--- src/hdl/atsfp_pkg.sv ---
// shared types, character codes and defaults for the tri-axis sensor frame parser
package atsfp_pkg;

    localparam int MAX_LINE_BYTES_DEF = 20;
    localparam int VALUE_BITS_DEF     = 16;

    localparam int BYTE_W  = 8;
    localparam int KIND_W  = 2;
    localparam int AXIS_W  = 2;
    localparam int VALUE_W = 16;

    localparam logic [BYTE_W-1:0] CH_GYRO    = 8'h47; // 'G'
    localparam logic [BYTE_W-1:0] CH_ACCEL   = 8'h41; // 'A'
    localparam logic [BYTE_W-1:0] CH_COMPASS = 8'h43; // 'C'
    localparam logic [BYTE_W-1:0] CH_NL      = 8'h0A;
    localparam logic [BYTE_W-1:0] CH_TAB     = 8'h09;
    localparam logic [BYTE_W-1:0] CH_CR      = 8'h0D;
    localparam logic [BYTE_W-1:0] CH_SPACE   = 8'h20;
    localparam logic [BYTE_W-1:0] CH_PLUS    = 8'h2B;
    localparam logic [BYTE_W-1:0] CH_MINUS   = 8'h2D;
    localparam logic [BYTE_W-1:0] CH_ZERO    = 8'h30;
    localparam logic [BYTE_W-1:0] CH_NINE    = 8'h39;

    localparam logic [KIND_W-1:0] KIND_GYRO    = 2'd0;
    localparam logic [KIND_W-1:0] KIND_ACCEL   = 2'd1;
    localparam logic [KIND_W-1:0] KIND_COMPASS = 2'd2;

    localparam logic [AXIS_W-1:0] AXIS_X = 2'd0;
    localparam logic [AXIS_W-1:0] AXIS_Z = 2'd2;

    typedef enum logic [1:0] {
        NP_SKIP,
        NP_SIGN,
        NP_DIGITS,
        NP_DONE
    } num_phase_t;

    typedef struct packed {
        logic [KIND_W-1:0]  sensor_kind;
        logic [AXIS_W-1:0]  axis_index;
        logic [VALUE_W-1:0] axis_value;
        logic               value_updated;
        logic               frame_last;
    } result_t;

endpackage

--- src/hdl/atsfp_num_step.sv ---
// one byte of the per-line integer reader, plus the saturated line value
module atsfp_num_step
    import atsfp_pkg::*;
#(
    parameter int VALUE_BITS = VALUE_BITS_DEF
)
(
    input  logic [BYTE_W-1:0]     rx_byte,
    input  num_phase_t            phase,
    input  logic                  neg,
    input  logic [VALUE_BITS:0]   mag,
    output num_phase_t            phase_next,
    output logic                  neg_next,
    output logic [VALUE_BITS:0]   mag_next,
    output logic [VALUE_W-1:0]    line_value
);

    localparam int ACC_W  = VALUE_BITS + 1;
    localparam int PROD_W = ACC_W + 4;
    localparam int EXT_W  = ACC_W + VALUE_W;

    localparam logic [PROD_W-1:0] LIM_P = PROD_W'(1) << (VALUE_BITS - 1);
    localparam logic [ACC_W-1:0]  LIM_A = ACC_W'(1) << (VALUE_BITS - 1);

    logic              is_digit;
    logic              is_ws;
    logic [PROD_W-1:0] prod;
    logic [ACC_W-1:0]  mag_digit;
    logic [EXT_W-1:0]  neg_ext;
    logic [ACC_W-1:0]  pos_clamp;

    assign is_digit = (rx_byte >= CH_ZERO) && (rx_byte <= CH_NINE);
    assign is_ws    = (rx_byte == CH_SPACE) || ((rx_byte >= CH_TAB) && (rx_byte <= CH_CR));

    // times ten by shift and add, then saturate to the magnitude limit
    assign prod = (PROD_W'(mag) << 3) + (PROD_W'(mag) << 1) + PROD_W'(rx_byte[3:0]);
    assign mag_digit = (prod > LIM_P) ? LIM_A : prod[ACC_W-1:0];

    always_comb
    begin
        phase_next = phase;
        neg_next   = neg;
        mag_next   = mag;
        case (phase)
            NP_SKIP:
            begin
                if (is_ws)
                begin
                    phase_next = NP_SKIP;
                end
                else if ((rx_byte == CH_PLUS) || (rx_byte == CH_MINUS))
                begin
                    neg_next   = (rx_byte == CH_MINUS);
                    phase_next = NP_SIGN;
                end
                else if (is_digit)
                begin
                    mag_next   = mag_digit;
                    phase_next = NP_DIGITS;
                end
                else
                begin
                    phase_next = NP_DONE;
                end
            end
            NP_SIGN, NP_DIGITS:
            begin
                if (is_digit)
                begin
                    mag_next   = mag_digit;
                    phase_next = NP_DIGITS;
                end
                else
                begin
                    phase_next = NP_DONE;
                end
            end
            default:
            begin
                phase_next = phase;
            end
        endcase
    end

    // negative wraps at full width so narrow value widths still sign-extend
    assign neg_ext   = EXT_W'(0) - EXT_W'(mag);
    assign pos_clamp = (mag >= LIM_A) ? (LIM_A - ACC_W'(1)) : mag;

    always_comb
    begin
        if (neg)
        begin
            line_value = neg_ext[VALUE_W-1:0];
        end
        else
        begin
            line_value = VALUE_W'(pos_clamp);
        end
    end

endmodule

--- src/hdl/atsfp_out_fifo.sv ---
// two-entry result buffer that decouples the parser from the output stream
module atsfp_out_fifo
    import atsfp_pkg::*;
(
    input  logic    clk,
    input  logic    rst_n,
    input  logic    push,
    input  result_t push_data,
    output logic    full,
    input  logic    pop_ready,
    output logic    pop_valid,
    output result_t pop_data
);

    result_t      entry_reg [2];
    logic         wr_ptr_reg;
    logic         rd_ptr_reg;
    logic [1:0]   count_reg;
    logic         do_push;
    logic         do_pop;

    assign full      = (count_reg == 2'd2);
    assign pop_valid = (count_reg != 2'd0);
    assign pop_data  = entry_reg[rd_ptr_reg];
    assign do_push   = push && !full;
    assign do_pop    = pop_valid && pop_ready;

    always_ff @(posedge clk)
    begin
        if (do_push)
        begin
            entry_reg[wr_ptr_reg] <= push_data;
        end
    end

    always_ff @(posedge clk or negedge rst_n)
    begin
        if (!rst_n)
        begin
            wr_ptr_reg <= 1'b0;
            rd_ptr_reg <= 1'b0;
            count_reg  <= 2'd0;
        end
        else
        begin
            if (do_push)
            begin
                wr_ptr_reg <= !wr_ptr_reg;
            end
            if (do_pop)
            begin
                rd_ptr_reg <= !rd_ptr_reg;
            end
            case ({do_push, do_pop})
                2'b10:   count_reg <= count_reg + 2'd1;
                2'b01:   count_reg <= count_reg - 2'd1;
                default: count_reg <= count_reg;
            endcase
        end
    end

endmodule

--- src/hdl/ascii_triaxis_sensor_frame_parser.sv ---
// top level of the ascii tri-axis sensor frame parser
//
// Parses text frames of the form header byte ('G' gyro, 'A' accelerometer, 'C' compass),
// newline, then one line each for the x, y and z axes. Each line is read as a decimal
// integer (leading whitespace skipped, optional sign, digits, rest of line ignored) and
// saturated to VALUE_BITS signed bits; every newline that closes an axis line gives one
// result beat, and a line of MAX_LINE_BYTES bytes without a newline gives a beat with
// value_updated low and value zero. One byte is taken per clock cycle while the output buffer
// is not full: a byte sits in the input register, then the frame and line state update
// writes the result into a two-entry output buffer, from which it leaves on the output stream.
// The rate is set by the frame and line state update.
module ascii_triaxis_sensor_frame_parser
    import atsfp_pkg::*;
#(
    parameter int MAX_LINE_BYTES = MAX_LINE_BYTES_DEF,
    parameter int VALUE_BITS     = VALUE_BITS_DEF
)
(
    input  logic        clk,
    input  logic        rst_n,
    input  logic        s_axis_tvalid,
    output logic        s_axis_tready,
    input  logic [7:0]  s_axis_tdata,   // [7:0] rx_byte
    output logic        m_axis_tvalid,
    input  logic        m_axis_tready,
    output logic [15:0] m_axis_tdata,   // [15:0] axis_value
    output logic [4:0]  m_axis_tuser,   // [1:0] sensor_kind, [3:2] axis_index, [4] value_updated
    output logic        m_axis_tlast    // frame_last
);

    localparam int ACC_W = VALUE_BITS + 1;
    localparam int CNT_W = $clog2(MAX_LINE_BYTES + 1);

    typedef enum logic [1:0] {
        FP_IDLE,
        FP_HDR_NL,
        FP_LINES
    } frame_phase_t;

    logic [BYTE_W-1:0] byte_reg;
    logic              byte_valid_reg, byte_valid_next;

    frame_phase_t      frame_reg, frame_next;
    logic [KIND_W-1:0] sensor_reg, sensor_next;
    logic [AXIS_W-1:0] axis_reg, axis_next;
    logic [CNT_W-1:0]  count_reg, count_next;
    num_phase_t        np_reg, np_next;
    logic              neg_reg, neg_next;
    logic [ACC_W-1:0]  mag_reg, mag_next;

    num_phase_t        step_phase;
    logic              step_neg;
    logic [ACC_W-1:0]  step_mag;
    logic [VALUE_W-1:0] line_value;
    logic [CNT_W-1:0]  count_inc;

    logic              fifo_full;
    logic              step_en;
    logic              emit;
    result_t           emit_data;
    result_t           out_data;

    assign step_en       = byte_valid_reg && !fifo_full;
    assign s_axis_tready = !byte_valid_reg || !fifo_full;
    assign count_inc     = count_reg + CNT_W'(1);

    atsfp_num_step #(
        .VALUE_BITS (VALUE_BITS)
    ) u_num_step (
        .rx_byte    (byte_reg),
        .phase      (np_reg),
        .neg        (neg_reg),
        .mag        (mag_reg),
        .phase_next (step_phase),
        .neg_next   (step_neg),
        .mag_next   (step_mag),
        .line_value (line_value)
    );

    always_comb
    begin
        byte_valid_next = byte_valid_reg;
        if (s_axis_tvalid && s_axis_tready)
        begin
            byte_valid_next = 1'b1;
        end
        else if (step_en)
        begin
            byte_valid_next = 1'b0;
        end
    end

    always_comb
    begin
        frame_next  = frame_reg;
        sensor_next = sensor_reg;
        axis_next   = axis_reg;
        count_next  = count_reg;
        np_next     = np_reg;
        neg_next    = neg_reg;
        mag_next    = mag_reg;
        emit        = 1'b0;

        emit_data.sensor_kind   = sensor_reg;
        emit_data.axis_index    = axis_reg;
        emit_data.axis_value    = line_value;
        emit_data.value_updated = 1'b1;
        emit_data.frame_last    = (axis_reg >= AXIS_Z);

        if (step_en)
        begin
            unique case (frame_reg)
                FP_IDLE:
                begin
                    if (byte_reg == CH_GYRO)
                    begin
                        sensor_next = KIND_GYRO;
                        frame_next  = FP_HDR_NL;
                    end
                    else if (byte_reg == CH_ACCEL)
                    begin
                        sensor_next = KIND_ACCEL;
                        frame_next  = FP_HDR_NL;
                    end
                    else if (byte_reg == CH_COMPASS)
                    begin
                        sensor_next = KIND_COMPASS;
                        frame_next  = FP_HDR_NL;
                    end
                end
                FP_HDR_NL:
                begin
                    if (byte_reg == CH_NL)
                    begin
                        frame_next = FP_LINES;
                        axis_next  = AXIS_X;
                        count_next = '0;
                        np_next    = NP_SKIP;
                        neg_next   = 1'b0;
                        mag_next   = '0;
                    end
                    else
                    begin
                        frame_next = FP_IDLE;
                    end
                end
                FP_LINES:
                begin
                    if (byte_reg == CH_NL)
                    begin
                        emit = 1'b1;
                    end
                    else
                    begin
                        np_next    = step_phase;
                        neg_next   = step_neg;
                        mag_next   = step_mag;
                        count_next = count_inc;
                        if (count_inc >= CNT_W'(MAX_LINE_BYTES))
                        begin
                            // overlong line closes the axis without a value
                            emit                    = 1'b1;
                            emit_data.axis_value    = '0;
                            emit_data.value_updated = 1'b0;
                        end
                    end
                    if (emit)
                    begin
                        if (emit_data.frame_last)
                        begin
                            frame_next = FP_IDLE;
                            axis_next  = AXIS_X;
                        end
                        else
                        begin
                            axis_next = axis_reg + AXIS_W'(1);
                        end
                        count_next = '0;
                        np_next    = NP_SKIP;
                        neg_next   = 1'b0;
                        mag_next   = '0;
                    end
                end
                default:
                begin
                    frame_next = FP_IDLE;
                end
            endcase
        end
    end

    always_ff @(posedge clk)
    begin
        if (s_axis_tvalid && s_axis_tready)
        begin
            byte_reg <= s_axis_tdata;
        end
    end

    always_ff @(posedge clk or negedge rst_n)
    begin
        if (!rst_n)
        begin
            byte_valid_reg <= 1'b0;
            frame_reg      <= FP_IDLE;
            sensor_reg     <= KIND_GYRO;
            axis_reg       <= AXIS_X;
            count_reg      <= '0;
            np_reg         <= NP_SKIP;
            neg_reg        <= 1'b0;
            mag_reg        <= '0;
        end
        else
        begin
            byte_valid_reg <= byte_valid_next;
            frame_reg      <= frame_next;
            sensor_reg     <= sensor_next;
            axis_reg       <= axis_next;
            count_reg      <= count_next;
            np_reg         <= np_next;
            neg_reg        <= neg_next;
            mag_reg        <= mag_next;
        end
    end

    atsfp_out_fifo u_out_fifo (
        .clk       (clk),
        .rst_n     (rst_n),
        .push      (emit),
        .push_data (emit_data),
        .full      (fifo_full),
        .pop_ready (m_axis_tready),
        .pop_valid (m_axis_tvalid),
        .pop_data  (out_data)
    );

    assign m_axis_tdata = out_data.axis_value;
    assign m_axis_tuser = {out_data.value_updated, out_data.axis_index, out_data.sensor_kind};
    assign m_axis_tlast = out_data.frame_last;

endmodule
--- config.mk ---
export PLATFORM = sky130hd
export DESIGN_NAME = ascii_triaxis_sensor_frame_parser
export DESIGN_NICKNAME = d
export VERILOG_FILES = /design/src/hdl/atsfp_pkg.sv /design/src/hdl/atsfp_num_step.sv /design/src/hdl/atsfp_out_fifo.sv /design/src/hdl/ascii_triaxis_sensor_frame_parser.sv
export SDC_FILE = /design/constraint.sdc
export NUM_CORES = 1
export LEC_CHECK = 0
export ABC_AREA = 1
export BUFFER_PORTS_ARGS = -buffer_cell sky130_fd_sc_hd__buf_2
export CORE_UTILIZATION = 30
export CTS_BUF_LIST = sky130_fd_sc_hd__clkbuf_4 sky130_fd_sc_hd__clkbuf_8 sky130_fd_sc_hd__clkbuf_16
export DETAILED_ROUTE_END_ITERATION = 6
export SYNTH_ARGS = -nofsm -noshare
export SYNTH_HDL_FRONTEND = slang
export SYNTH_HIERARCHICAL = 1
export SYNTH_SLANG_ARGS = --single-unit
--- constraint.sdc ---
create_clock -name clk -period 5.5 [get_ports clk]
set_clock_uncertainty 0.2 [all_clocks]
set_input_delay 0.275 -clock clk [delete_from_list [all_inputs] [get_ports clk]]
set_output_delay 0.275 -clock clk [all_outputs]
set_load 0.05 [all_outputs]
==> results of run 1 <==
-- kinds of logic (layout without fill, tap and decap cells) --
group                    after synthesis  count (layout)  share of synthesized area [%]
AND/OR/NAND/NOR                      540             540                           35.1
buffers and inverters                159             195                           9.64
AO/OA/AOI/OAI                        100             100                           9.00
flip-flops                            88              88                           37.3
adder cells (fa/ha/maj)               44              44                           8.56
XOR/XNOR                               3               3                          0.398
-- power by group --
group / total, uW / leakage (uW) / switching [uW] / internal, uW
Combinational: 630 / 0.00263 / 488 / 143
Clock: 601 / 0.000147 / 281 / 320
Sequential: 775 / 0.000984 / 50.0 / 725
-- cells in the final DEF (no fill, tap or decap), drive strengths merged, types with 2 or more instances in the layout --
master	synthesis	final
nand2	341	341
inv	132	135
nor2	100	100
edfxtp	52	52
nand3	50	50
ha	42	42
a21oi	42	42
o21ai	37	37
dfrtp	36	36
buf	15	35
nand4	29	29
a31oi	16	16
dlygate4sd3	0	11
clkbuf	11	9
nor3	9	9
nand3b	5	5
clkinv	1	5
or2	4	4
xnor2	3	3
o2111ai	2	2
fa	2	2
-- synth_stat cells (5+ instances only) --
master      n  share of area (%)
nand2_1   335                 19
inv_1     129                7.3
nor2_1     92                5.2
edfxtp_1   52                 24
nand3_1    44                3.3
ha_1       42                8.0
dfrtp_1    36                 14
o21ai_0    35                2.7
a21oi_1    31                2.3
nand4_1    29                2.7
a31oi_1    15                1.4
a21oi_2    11                1.5
buf_2      11               0.83
clkbuf_1   11               0.63
nor3_1      9               0.68
nand2_2     6               0.57
nand3b_1    5               0.57
nor2_2      5               0.47
-- metrics by stage --
stage | setup WS (ns) | total power (uW) | std cells
after global routing | 1.62 | 2120 | 1245
final | 1.92 | 2010 | 1245
after CTS | 1.96 | 2030 | 1245
after global placement | 2.01 | 1420 | 1218
after floorplan | 2.41 | 1280 | 934
after detailed placement | 1.99 | 1420 | 1218
-- worst min path at each step --
| stage | from | end | slack [ns] | depth (start not counted) |
|---|---|---|---|---|
| floorplan | rst_n | axis_reg[0]$_DFFE_PN0P_ | -0.22 | 0 |
| global placement | rst_n | u_out_fifo/count_reg[0]$_DFFE_PN0P_ | 0.23 | 1 |
| detailed placement | rst_n | u_out_fifo/count_reg[0]$_DFFE_PN0P_ | 0.23 | 1 |
| CTS | sensor_reg[1]$_DFFE_PN0P_ | u_out_fifo/entry_reg[1][21]$_DFFE_PP_ | 0.28 | 0 |
| global route | sensor_reg[1]$_DFFE_PN0P_ | u_out_fifo/entry_reg[1][21]$_DFFE_PP_ | 0.30 | 0 |
| finish | sensor_reg[1]$_DFFE_PN0P_ | u_out_fifo/entry_reg[1][21]$_DFFE_PP_ | 0.28 | 0 |
-- worst max-delay path: cells and delay by family (launching register included) --
family | cells | cell delay (ns)
AND/OR/NAND/NOR | 15 | 1.47
buffers and inverters | 2 | 0.23
adder cells (fa/ha/maj) | 2 | 1.02
flip-flops | 1 | 0.47
AO/OA/AOI/OAI | 1 | 0.14
-- cell type report --
| type | count | area (um^2) | area share, % |
|---|---|---|---|
| Multi-Input combinational cell | 687 | 3510 | 47.4 |
| Timing Repair Buffer | 46 | 285 | 3.86 |
| Inverter | 133 | 499 | 6.75 |
| Tap cell | 275 | 344 | 4.65 |
| Sequential cell | 88 | 2460 | 33.3 |
| Clock buffer | 9 | 225 | 3.04 |
| Clock inverter | 7 | 73.8 | 0.998 |
-- per-layer routing --
metal,global-route usage (%),share of wire [%],vias to the layer above,wire length (um)
met5,0,0,-,0
met4,3.08,0.71,0,110
met3,1.79,4.1,8,640
met2,22.7,46,104,7070
met1,20.3,49,2641,7640
li1,-,-,3074,-
==> flow_metrics.py, run 1 <==
metrics = {
    "outcome": {
        "outcome": "finished with violations",
        "violations": "design-rule violations",
    },
    "detailed_routing": {
        "wl_um": 15500,
        "drc": 4,
        "ant_nets": 0,
        "num_vias": 5827,
        "drt-pass1-iter-count": 7,
        "drtIter0Drc": 453,
        "vias_per_cell": 4.68,
        "avgRoutedWirePerCell_um": 12.4,
    },
    "placed_design": {
        "place.gp.congestion": 0.836,
        "portBuffers": 35,
        "placed_area_um2": 6990,
        "dp.final_hpwl_um": 11500,
    },
    "clocking": {
        "cts-resized-gates": 0,
        "root_buffer": "clkbuf_16",
        "worst_skew_pair.late_latency_ns": 0.34,
        "ctsHoldBuffers": 11,
        "clk_pin_slew_ns": 0.08,
        "htree_levels": 3,
        "tritoncts": "yes",
        "postCtsSetupBuffers": 0,
        "clk_path_buf_depth": 2,
        "numCtsBuffers": 9,
        "clock_sinks": 88,
    },
    "floorplanning": {
        "rows": 53,
        "start_util_pct": 31.0,
        "ios": 36,
        "fp.dieH_um": 150,
        "die_area_um2": 22600,
        "chipWidth_um": 150,
        "core-area_um2": 21300,
    },
    "yosys": {
        "yosys_warnings": 6,
        "synth.avg_cell_area_um2": 7.07,
        "async_reset_ff_share_pct": 40.9,
        "netlist_area_um2": 6600,
        "synth_cell_types": 38,
        "synth_nets": 990,
        "synth_cells": 934,
        "synth_seq_cells": 88,
        "synth-edff-count": 52,
        "ys_seq_area_share_pct": 37.3,
        "ys.flop_type": "edfxtp_1",
    },
    "sta": {
        "tightest_slew_ns": 1.11,
        "slew_violations": 0,
        "hold_viol": 0,
        "fmax_ghz": 0.280,
        "tns_ns": 0,
        "max_slew_margin_pct": 25.7,
        "setup_viol": 0,
        "finalCritPeriodShare_pct": 65.0,
        "fin_crit_ns": 3.58,
        "whs_ns": 0.285,
        "grt_setup_unrepaired": "no",
    },
    "critical_path": {
        "slowest_stage": "fa_1",
        "crit_path_end": "mag_reg[3]$_DFFE_PN0P_",
        "rrSetupSlack_ns": 1.92,
        "critPathRequiredTime_ns": 5.58,
        "max_stage_delay_ns": 0.55,
        "cp_max_fo": 15,
        "arrival_ns": 3.65,
        "path_cells": "inv_1 -> fa_1 -> fa_1 -> inv_1 -> nand2_1 -> nand2_1 -> nand3_1 -> nand2_1 -> nand2_1 -> nand2_1 -> nand2_2 -> nand2_2 -> nand3_2 -> nor2_4 -> nand4_1 -> nand2_1 -> nand2_1 -> a21oi_1 -> nand2_1 -> nand2_1",
        "cp-end-kind": "register",
        "rr_startpoint": "byte_reg[3]$_DFFE_PP_",
        "start_kind": "register",
        "startpoint": "byte_reg[3]$_DFFE_PP_",
        "crit_path_frequent_cell": "nand2_1",
        "critPathKind": "reg -> reg",
        "reg2regPathDepth": 20,
        "r2r_end": "mag_reg[3]$_DFFE_PN0P_",
    },
    "final_layout": {
        "nNetsFinal": 1021,
        "largest_reg_flops": 44,
        "final_util_pct": 34.7,
        "fin_area_um2": 7400,
        "layout-drive-gt1-share_pct": 9.28,
        "syn2layout_area_growth_pct": 12.0,
        "fillCellCount": 2247,
        "diodes": 0,
    },
    "pwr": {
        "power_density_nw_per_um2": 271,
        "static-leakage-power_uw": 0.00376,
        "vdd_drop_max_v": 0.000170,
    },
    "grt": {
        "grt_max_degree": 37,
        "grt_pass1_vias": 5166,
        "antenna_found_initial": 0,
        "grt_pass1_wl_um": 25700,
        "grt_overflow": 0,
        "grt_usage_pct": 14.2,
    },
    "worst_hold_path": {
        "hold_class": "reg -> reg",
    },
    "flow_run": {
        "max-cap-violations": 0,
    },
}
(Power assumes the default switching activity.)
==> run 2, diff against run 1 <==
Settings changed: ABC_AREA 1 to 0.
Clock period 5.5 ns to 2.9 ns, I/O delays scaled along.
==> run 2 against run 1 <==
  * The run ends with negative setup slack left
  * Worst hold slack worse by 0.037 ns
  * Die area is 17% lower
  * Sequential cell count stayed put
  * Global-route usage is 0.36 points lower
  * Critical path type unchanged
==> flow_metrics.py, run 2 <==
metrics = {
    "placed_design": {
        "place.gp.congestion": 0.843,
        "dp.final_hpwl_um": 9900,
        "portBuffers": 35,
    },
    "floorplanning": {
        "core-area_um2": 18000,
        "die_area_um2": 18900,
        "chipWidth_um": 137,
        "rows": 49,
        "fp.dieH_um": 137,
        "ios": 36,
        "start_util_pct": 30.6,
    },
    "sta": {
        "max_slew_margin_pct": 38.2,
        "grt_setup_unrepaired": "yes",
        "setup_viol": 18,
        "hold_viol": 0,
        "tns_ns": -10.37,
        "slew_violations": 0,
        "fin_crit_ns": 3.58,
        "fmax_ghz": 0.279,
        "finalCritPeriodShare_pct": 123,
        "fin_ws_ns": -0.679,
        "tightest_slew_ns": 0.922,
    },
    "pwr": {
        "vdd_drop_max_v": 0.000466,
        "power_density_nw_per_um2": 493,
        "static-leakage-power_uw": 0.00330,
    },
    "critical_path": {
        "rrSetupSlack_ns": -0.68,
        "cp-end-kind": "register",
        "max_stage_delay_ns": 0.49,
        "critPathKind": "reg -> reg",
        "critPathRequiredTime_ns": 2.97,
        "cpLargestDelayFamily": "compound AO/OA/AOI/OAI gates",
        "slowest_stage": "a2111o_1",
        "critical_path_buf_inv_count": 2,
        "path_cells": "inv_2 -> fa_1 -> inv_1 -> ha_4 -> nor2b_2 -> o31a_1 -> o211ai_2 -> a21oi_2 -> or4_1 -> a2111o_1 -> nor2_4 -> a32o_1 -> a22o_1",
        "start_kind": "register",
        "cp_max_fo": 10,
        "arrival_ns": 3.65,
    },
    "detailed_routing": {
        "avgRoutedWirePerCell_um": 15.1,
        "drc": 0,
        "ant_nets": 0,
        "wl_um": 13000,
        "num_vias": 4370,
        "vias_per_cell": 5.09,
        "drtIter0Drc": 201,
        "drt-pass1-iter-count": 4,
    },
    "flow_run": {
        "max-cap-violations": 0,
    },
    "final_layout": {
        "fillCellCount": 1722,
        "layout_common_cells": "buf_4 (88), edfxtp_1 (52), ha_1 (40), dfrtp_1 (36), buf_2 (35)",
        "syn2layout_area_growth_pct": 28.3,
        "diodes": 0,
        "final_util_pct": 39.2,
        "multi_input_area_um2": 2970,
        "nNetsFinal": 680,
        "layout-drive-gt1-share_pct": 30.8,
        "final_common_cell": "buf_4",
        "seqCellArea_um2": 2460,
        "largest_reg_flops": 44,
    },
    "yosys": {
        "synthTopCellsByCount": "edfxtp_1 (52), ha_1 (42), dfrtp_1 (36)",
        "synth_fa_ha_area_share_pct": 10.3,
        "synth_nets": 550,
        "async_reset_ff_share_pct": 40.9,
        "yosys.area.top_type_share_pct": 28.4,
        "synth_top_family_by_area": "compound AO/OA/AOI/OAI gates",
        "synth_seq_cells": 88,
        "synth-compound-area-share_pct": 18.7,
        "synth_xor_area_share_pct": 2.87,
        "ys_seq_area_share_pct": 44.8,
        "synth_cell_types": 68,
        "synth_cells": 494,
        "ys.flop_type": "edfxtp_1",
        "muxShareOfSynthArea_pct": 5.85,
        "synth.most_common_cell": "edfxtp_1",
        "yosys.area.top_type": "edfxtp_1",
        "synthSimpleGateAreaFrac_pct": 14.8,
        "netlist_area_um2": 5500,
        "yosys_warnings": 6,
        "ys_top_cells_by_area": "edfxtp_1 (28%), dfrtp_1 (16%), ha_1 (9.6%)",
        "synth-edff-count": 52,
        "synth.avg_cell_area_um2": 11.1,
    },
    "clocking": {
        "tritoncts": "yes",
        "clk_pin_slew_ns": 0.06,
        "clk_path_buf_depth": 2,
        "htree_levels": 3,
        "clock_sinks": 88,
        "worst_skew_pair.late_latency_ns": 0.34,
        "numCtsBuffers": 9,
        "root_buffer": "clkbuf_16",
    },
    "worst_hold_path": {
        "hold_class": "in -> async",
    },
    "grt": {
        "grt_pass1_wl_um": 20600,
        "antenna_found_initial": 0,
        "grt_overflow": 0,
        "grt_usage_pct": 13.8,
        "grt_pass1_vias": 4162,
        "grt_max_degree": 37,
    },
    "outcome": {
        "violations": "negative setup slack",
        "outcome": "finished with violations",
    },
}
==> run 2: cell types whose count changed after synthesis, sizes merged, moves of 22 or more <==
| cell | delta |
|---|---|
| inv | -114 |
| mux2 | +25 |
| o21ai | -22 |
| nor2 | -72 |
| nand3 | -45 |
| nand2 | -316 |
| nand4 | -24 |
| a22o | +27 |
==> run 2: area by class of cell <==
class / instances / share of cell area [%]
flip-flops and latches: 88 / 34.9
clock inverters: 7 / 1.35
inverters: 18 / 0.958
well taps: 229 / 4.06
repair buffers: 134 / 13.4
multi-input cells: 373 / 42.1
clock buffers: 9 / 3.19
==> run 2: what timing repair did <==
| action | in CTS | in global routing |
|---|---|---|
| hold buffers | 11 | 0 |
| pin swaps | 2 | 0 |
| resized for setup | 6 | 3 |
| hold endpoints to repair | 46 | 0 |
| buffers inserted | 1 | 0 |
| setup endpoints to repair | 20 | 20 |
==> run 2: cell families after synthesis <==
group,after synthesis
buffers and inverters,33
adder cells (fa/ha/maj),44
multiplexers,29
XOR/XNOR,18
AND/OR/NAND/NOR,144
AO/OA/AOI/OAI,138
flip-flops,88
==> run 2: metrics by stage <==
| step | hold WS [ns] | cells | power, uW | worst slack (ns) | area [um^2] |
|---|---|---|---|---|---|
| after floorplan | -0.351 | 494 | 2080 | -0.595 | 5540 |
| after global placement | 0.0729 | 830 | 2230 | -0.637 | 6570 |
| after detailed placement | 0.0855 | 830 | 2250 | -0.736 | 6570 |
| after CTS | 0.273 | 858 | 3510 | -0.690 | 7040 |
| after global routing | 0.304 | 858 | 3630 | -0.870 | 7050 |
| final | 0.248 | 858 | 3470 | -0.679 | 7050 |
==> run 2: routing by layer <==
metal  GRT usage, %  routed length, um  vias to the layer above
li1               -                  -                     2158
met1           18.7               6370                     2128
met2           23.0               6150                       71
met3           1.77                311                       13
met4           4.09                123                        0
met5              0                  0                        -
==> run 2: worst paths after layout <==
| path | start | end | cells after the start |
|---|---|---|---|
| setup / recovery | mag_reg[2]$_DFFE_PN0P_ | mag_reg[7]$_DFFE_PN0P_ | 13 |
| hold / removal | rst_n | axis_reg[0]$_DFFE_PN0P_ | 2 |
| setup reg to reg | mag_reg[2]$_DFFE_PN0P_ | mag_reg[7]$_DFFE_PN0P_ | 13 |
| hold reg to reg | u_out_fifo/rd_ptr_reg$_DFFE_PN0P_ | u_out_fifo/rd_ptr_reg$_DFFE_PN0P_ | 1 |
| max in group asynchronous | rst_n | mag_reg[16]$_DFFE_PN0P_ | 2 |
| min in group clk | u_out_fifo/rd_ptr_reg$_DFFE_PN0P_ | u_out_fifo/rd_ptr_reg$_DFFE_PN0P_ | 1 |
==> run 2: power breakdown <==
part | switching [uW] | internal [uW]
sequential | 47.5 | 1380
clock | 482 | 756
combinational | 531 | 272
==> run 2: worst reg2reg max path, cell delays in order, from the launching register on <==
cell,delay [ns]
dfrtp_1,0.36
inv_2,0.06
fa_1,0.41
inv_1,0.10
ha_4,0.20
nor2b_2,0.15
o31a_1,0.27
o211ai_2,0.20
a21oi_2,0.08
or4_1,0.40
a2111o_1,0.49
nor2_4,0.26
a32o_1,0.22
a22o_1,0.13
